File: src/sv/fbaa_pkg.sv
`timescale 1ns / 1ps
// Shared types and codes for the antialiasing framebuffer.
// No dependencies; used by fbaa_locate and the top level.
package fbaa_pkg;

  localparam int COORD_W = 12;
  localparam int PROD_W  = COORD_W - 1 + 9;
  localparam int LIN_W   = PROD_W + 1;

  typedef logic signed [COORD_W-1:0] coord_t;

  typedef struct packed {
    coord_t x;
    coord_t y;
  } loc_req_t;

  localparam logic [1:0] CMD_FILL = 2'd0;
  localparam logic [1:0] CMD_DRAW = 2'd1;
  localparam logic [1:0] CMD_READ = 2'd2;

  localparam logic [1:0] REG_FRAME_WIDTH  = 2'd0;
  localparam logic [1:0] REG_FRAME_HEIGHT = 2'd1;
  localparam logic [1:0] REG_AA_ENABLE    = 2'd2;

endpackage

File: src/sv/fbaa_locate.sv
`timescale 1ns / 1ps
// Shared address unit: linear index y * width + x, checked for negative coordinates and against the pixel count.
// Product is registered; add and compare follow in the next cycle. Uses fbaa_pkg.
module fbaa_locate #(
  parameter int AW = 16,
  parameter int CW = 21
) (
  input  logic               clk,
  input  fbaa_pkg::loc_req_t req,
  input  logic [8:0]         frame_width,
  input  logic [CW-1:0]      pix_count,
  output logic               ok,
  output logic [AW-1:0]      addr
);

  logic                              neg_r;
  logic [fbaa_pkg::PROD_W-1:0]       prod_r;
  logic [fbaa_pkg::COORD_W-2:0]      x_r;
  logic [fbaa_pkg::LIN_W-1:0]        sum;

  always_ff @(posedge clk) begin
    neg_r  <= req.x[fbaa_pkg::COORD_W-1] | req.y[fbaa_pkg::COORD_W-1];
    prod_r <= fbaa_pkg::PROD_W'(req.y[fbaa_pkg::COORD_W-2:0]) *
              fbaa_pkg::PROD_W'(frame_width);
    x_r    <= req.x[fbaa_pkg::COORD_W-2:0];
  end

  assign sum  = fbaa_pkg::LIN_W'(prod_r) + fbaa_pkg::LIN_W'(x_r);
  assign ok   = !neg_r && (CW'(sum) < pix_count);
  assign addr = sum[AW-1:0];

endmodule

File: config.mk
export PLATFORM = sky130hd
export DESIGN_NAME = fbaa_locate
export DESIGN_NICKNAME = d
export VERILOG_FILES = /design/src/sv/fbaa_pkg.sv /design/src/sv/fbaa_locate.sv
export SDC_FILE = /design/constraint.sdc
export NUM_CORES = 1
export LEC_CHECK = 0
export BUFFER_PORTS_ARGS = -buffer_cell sky130_fd_sc_hd__buf_2
export CORE_ASPECT_RATIO = 1.4
export CORE_MARGIN = 3
export CORE_UTILIZATION = 35
export DETAILED_ROUTE_END_ITERATION = 10
export PLACE_DENSITY = 0.57
export SKIP_CTS_REPAIR_TIMING = 1
export SLEW_MARGIN = 15
export SYNTH_ARGS = -nofsm -noshare
export SYNTH_HDL_FRONTEND = slang
export SYNTH_SLANG_ARGS = --single-unit
File: constraint.sdc
create_clock -name clk -period 11 [get_ports clk]
set_input_delay 0.55 -clock clk [delete_from_list [all_inputs] [get_ports clk]]
set_output_delay 0.55 -clock clk [all_outputs]
set_load 0.005 [all_outputs]
==> results of run 1 <==
-- power groups by stage --
stage | Combinational [uW] | Sequential (uW) | Clock (uW)
after floorplan | 1020 | 186 | 0
after global placement | 1280 | 193 | 0
after detailed placement | 1320 | 192 | 0
after CTS | 1330 | 191 | 128
after global routing | 1510 | 195 | 131
final | 1310 | 190 | 122
-- flip-flops by register name, summed over array words and instances, names as in the netlist --
signal and count:
prod_r 20, x_r 11, neg_r 1
-- cell families (layout without fill, tap and decap cells) --
group / Yosys count / in the layout
adder cells (fa/ha/maj): 160 / 160
AND/OR/NAND/NOR: 159 / 159
buffers and inverters: 140 / 204
AO/OA/AOI/OAI: 76 / 76
XOR/XNOR: 40 / 40
flip-flops: 32 / 32
-- layout by cell type, fill, tap and decap left out, types with 2 or more instances in the layout --
| master | n |
|---|---|
| a21oi_2 | 3 |
| a211o_1 | 3 |
| nor2_1 | 19 |
| a31oi_1 | 3 |
| a211oi_1 | 5 |
| nand2b_1 | 6 |
| clkbuf_16 | 5 |
| and2_1 | 56 |
| nand4_1 | 5 |
| nand3_1 | 2 |
| a21o_1 | 14 |
| nor3b_1 | 2 |
| xnor2_1 | 26 |
| and3_1 | 4 |
| dfxtp_1 | 32 |
| o21ai_0 | 4 |
| o21bai_1 | 3 |
| ha_1 | 75 |
| xor2_1 | 14 |
| nor2b_1 | 4 |
| fa_1 | 85 |
| nor4_1 | 2 |
| o21a_1 | 6 |
| buf_2 | 71 |
| nand2_1 | 51 |
| o21ai_1 | 5 |
| nor3_1 | 4 |
| a21oi_1 | 19 |
| inv_1 | 128 |
-- area by class of cell --
class	instances	share of cell area, %
Multi-Input combinational cell	435	70.3
Sequential cell	32	10.3
Clock buffer	5	2.02
Tap cell	192	3.88
Inverter	128	7.76
Timing Repair Buffer	71	5.74
-- critical path, stage by stage --
cell      delay (ps)
buf_2            200
nand2_1          110
fa_1             540
inv_1             50
fa_1             500
inv_1             50
fa_1             470
inv_1             50
fa_1             530
inv_1             50
fa_1             520
inv_1             40
ha_1             360
o21ai_1          120
a211oi_2         290
nand2_1          130
a311oi_2         370
nand4_1          130
a21oi_1          190
xnor2_1           90
-- worst max-delay path by stage --
stage | from | endpoint | slack [ps] | depth (start not counted)
6_report | frame_width[3] | prod_r[19] | 5810 | 20
5_1_grt | frame_width[3] | prod_r[19] | 5560 | 20
4_1_cts | frame_width[3] | prod_r[19] | 5830 | 20
3_5_place_dp | frame_width[3] | prod_r[19] | 5520 | 20
3_3_place_gp | frame_width[3] | prod_r[19] | 5640 | 20
2_1_floorplan | frame_width[1] | prod_r[18] | 5760 | 18
-- through the flow --
stage | hold WS (ps) | utilization (%) | cells | setup slack (ps) | instance area, um2
floorplan | 578 | - | 607 | 5760 | 5520
global placement | 655 | 39.8 | 858 | 5640 | 6070
detailed placement | 655 | 39.8 | 858 | 5520 | 6070
CTS | 365 | 40.6 | 863 | 5830 | 6190
global route | 372 | 40.6 | 863 | 5560 | 6190
finish | 373 | 40.6 | 863 | 5810 | 6190
-- per-layer routing --
metal	share of wire (%)	track usage [%]
met2	52	27.8
met1	43	18.0
met4	1.4	3.44
met5	0	0
met3	3.7	1.53
==> impl_metrics.toml, run 1 <==
[logic_synthesis]
yosysMostFrequentCell = "inv_1"
netlist_top_cells_count = "inv_1, fa_1, ha_1"
synth_top_flop_cell = "dfxtp_1"
synthXorXnorAreaFrac_pct = 6.35
multiplexer_share_of_the_synthesized_area_pct = 0
async_flop_share_pct = 0
yosysSeqAreaShare_pct = 11.6
synthesis.nets = 822
synth-warning-count = 0
synth_compound_area_share_pct = 9.78
synth_edf_count = 0
post_synth.cell_area_avg_um2 = 9.09
yosysUniqueCellTypes = 43
synthesis.area_um2 = 5520
yosysTopAreaCell = "fa_1"
synth-simple-area-share_pct = 14.9
synthAdderAreaFrac_pct = 47.9
syn-instance-count = 607
yosysTopAreaCellShare_pct = 30.9
post_synth_main_area_contributors = "fa_1, ha_1, dfxtp_1"
postSynthRegisterBits = 32
combinational_family_with_the_most_area_after_synthesis = "adder cells"

[clock_network]
cts_tree = "built"
clkSlewWorstSetupHoldPaths_ps = 50
cts_buffer_depth = 2
clock-root-buffer = "clkbuf_16"
tritoncts.num_buffers = 5
tritoncts_num_sinks = 32
h-tree-depth = 2

[run]
cap_viol_max_count = 0

[sta]
finalSetupViolCount = 0
fin_tns_setup_ps = 0
max_freq_mhz = 193
rsz0062_at_grt = "no"
max_transition_margin_pct = 63.9
finalHoldViolCount = 0
period_share_pct = 47.1
min_period_ps = 5190
slew_viol_final = 0
worst_pin_slew_ps = 540

[drt]
viasPerCell = 4.79
routedWlPerCell_um = 13.7
detailroute.via_count = 4132
route.antenna.remaining_nets = 0
drt_iter0_drc = 106
routed_wirelength_um = 11800
drtPass1Iterations = 4
remaining_drcs = 0

[global_route]
grt-ovfl-total = 0
global_route_wire_length_before_repair_um = 21400
grt_antenna_before_repair = 0
via_count_of_the_first_global_routing_pass = 4703
grt_max_degree = 12
track_usage_pct = 14.8

[final_layout]
drive_above_1_share_pct = 12.7
multi_input_comb_area_um2 = 4350
nets = 888
areaGrowthSynthToFinish_pct = 12.3
antenna_cells = 0
filler_cell_count = 1592
sequential_cell_area_um2 = 641

[worst_hold_path]
hold_depth = 1
worst_hold_path_type = "input port to flop"
hold_path_startpoint = "req[18]"
hold_worst_path_end = "x_r[6]"

[setup_path]
critical_path_arrival_ps = 5340
worstPathMaxFanout = 11
setup.worst_path.class = "input port to flop"
critical_path.startpoint_type = "input port"
critical_path_required_ps = 11150
timing.critical_path.to_type = "flop"

[power_and_ir_drop]
p_switching_uw = 776
cell_internal_pwr_uw = 842
powerDensity_nw_per_um2 = 261
leakagePower_uw = 0.00330
sequential_share_of_power_pct = 11.7
total_power_uw = 1620
power.ir.vdd_worst_uv = 145
power.share.clock_pct = 7.5
power.combinational.fraction_pct = 80.7
power_switching_share_pct = 48.0

[die]
boundaryPins = 72
floorplan.rows = 53
die_area_um2 = 17300
chipWidth_um = 112
initial_core_utilization_pct = 36.2
core_area_um2 = 15300
die_h_um = 155

[place]
place_congestion = 0.816
portBuffers = 71
half_perimeter_wire_length_after_placement_um = 10400

[outcome]
outcome = "completed"
No activity file was read; power rests on OpenSTA's default activity.
==> inputs of run 2 (changes only) <==
clock period = 4.88 ns   (was 11 ns; I/O delays follow)
==> impl_metrics.toml, run 2 (same netlist as run 1, synthesis figures left out) <==
[outcome]
outcome = "completed"

[worst_hold_path]
worst_hold_path_type = "input port to flop"

[drt]
route.antenna.remaining_nets = 0
drt_iter0_drc = 62
remaining_drcs = 0
detailroute.via_count = 4259
routedWlPerCell_um = 13.4
routed_wirelength_um = 12100
viasPerCell = 4.72
drtPass1Iterations = 4

[final_layout]
most_common_library_cell_in_the_layout_ignoring_fill_and_taps = "inv_1"
filler_cell_count = 1573
largest_register_ff_count = 20
drive_above_1_share_pct = 18.2
antenna_cells = 0
top_register = "prod_r"
biggestRegsByFlops = "prod_r: 20 flops, x_r: 11 flops, neg_r: 1 flops"
finish.instance_area_um2 = 6520
final_core_util_pct = 42.7
layoutNonFillerInstCount = 902
nets = 924
layout_common_cells = "inv_1, fa_1, ha_1"
areaGrowthSynthToFinish_pct = 18.2

[setup_path]
critical_path_required_ps = 5080
setup.worst_path.class = "input port to flop"
worstPathMaxFanout = 6
critical_path_arrival_ps = 4840
critical_path.startpoint_type = "input port"
timing.critical_path.to_type = "flop"

[global_route]
grt_max_degree = 12
grt-ovfl-total = 0
track_usage_pct = 14.8
global_route_wire_length_before_repair_um = 21500
via_count_of_the_first_global_routing_pass = 4712
grt_antenna_before_repair = 0

[clock_network]
clkSlewWorstSetupHoldPaths_ps = 50
tritoncts.num_buffers = 5
clock-root-buffer = "clkbuf_16"
cts_tree = "built"
h-tree-depth = 2
tritoncts_num_sinks = 32
cts_buffer_depth = 2

[sta]
min_period_ps = 4650
worst_pin_slew_ps = 554
max_transition_margin_pct = 63.0
finalSetupViolCount = 0
max_freq_mhz = 215
slew_viol_final = 0
fin_tns_setup_ps = 0
hold_ws_ps = 72.1
finalHoldViolCount = 0
period_share_pct = 95.3

[die]
die_h_um = 155
die_area_um2 = 17300
chipWidth_um = 112
floorplan.rows = 53
core_area_um2 = 15300
initial_core_utilization_pct = 36.2
boundaryPins = 72

[place]
dpl-instance-area_um2 = 6340
place_congestion = 0.886
half_perimeter_wire_length_after_placement_um = 10800
dp_cells = 894
portBuffers = 71

[power_and_ir_drop]
power.ir.vdd_worst_uv = 315
leakagePower_uw = 0.00350
powerDensity_nw_per_um2 = 609

[run]
cap_viol_max_count = 0
[run 2: where the power goes]
part,internal (uW),switching (uW),total (uW)
clock network,200,101,301
registers,380,47.0,427
logic,1560,1680,3240
[run 2: worst max-delay path: stages]
cell and delay (ps):
buf_2 140, buf_4 160, nand2_1 80, fa_1 530
inv_1 50, fa_1 530, fa_1 440, fa_1 540
inv_1 50, fa_1 490, inv_1 40, ha_1 200
a211o_1 340, a21oi_4 140, o21ai_1 80, a211o_1 290
a21o_1 190, a21oi_2 150, xnor2_1 130
[run 2: worst paths after layout]
check,end,slack [ps],start,cells past startpoint
worst max-delay path,prod_r[18],230,frame_width[3],19
worst min-delay path,x_r[7],70,req[19],1
[run 2: layout make-up]
cell class / count / area, um2 / area share (%)
inverters: 128 / 480 / 7.37
flip-flops and latches: 32 / 641 / 9.83
clock inverters: 2 / 10.0 / 0.154
clock buffers: 6 / 139 / 2.13
multi-input cells: 435 / 4380 / 67.2
well taps: 192 / 240 / 3.69
repair buffers: 107 / 628 / 9.64
[run 2: metrics by stage]
step / power, uW / setup WS (ps)
final: 3970 / 231
after global routing: 4480 / -16.9
after CTS: 3970 / 157
after detailed placement: 3640 / -129
after global placement: 3550 / -69.0
after floorplan: 2730 / 8.22
[run 2: routing by layer]
| layer | up-vias | global-route usage, % | share of wire (%) |
|---|---|---|---|
| met5 | - | 0 | 0 |
| met4 | 0 | 3.84 | 1.9 |
| met3 | 18 | 1.60 | 3.3 |
| met2 | 74 | 27.9 | 53 |
| met1 | 2056 | 17.7 | 42 |
| li1 | 2111 | - | - |
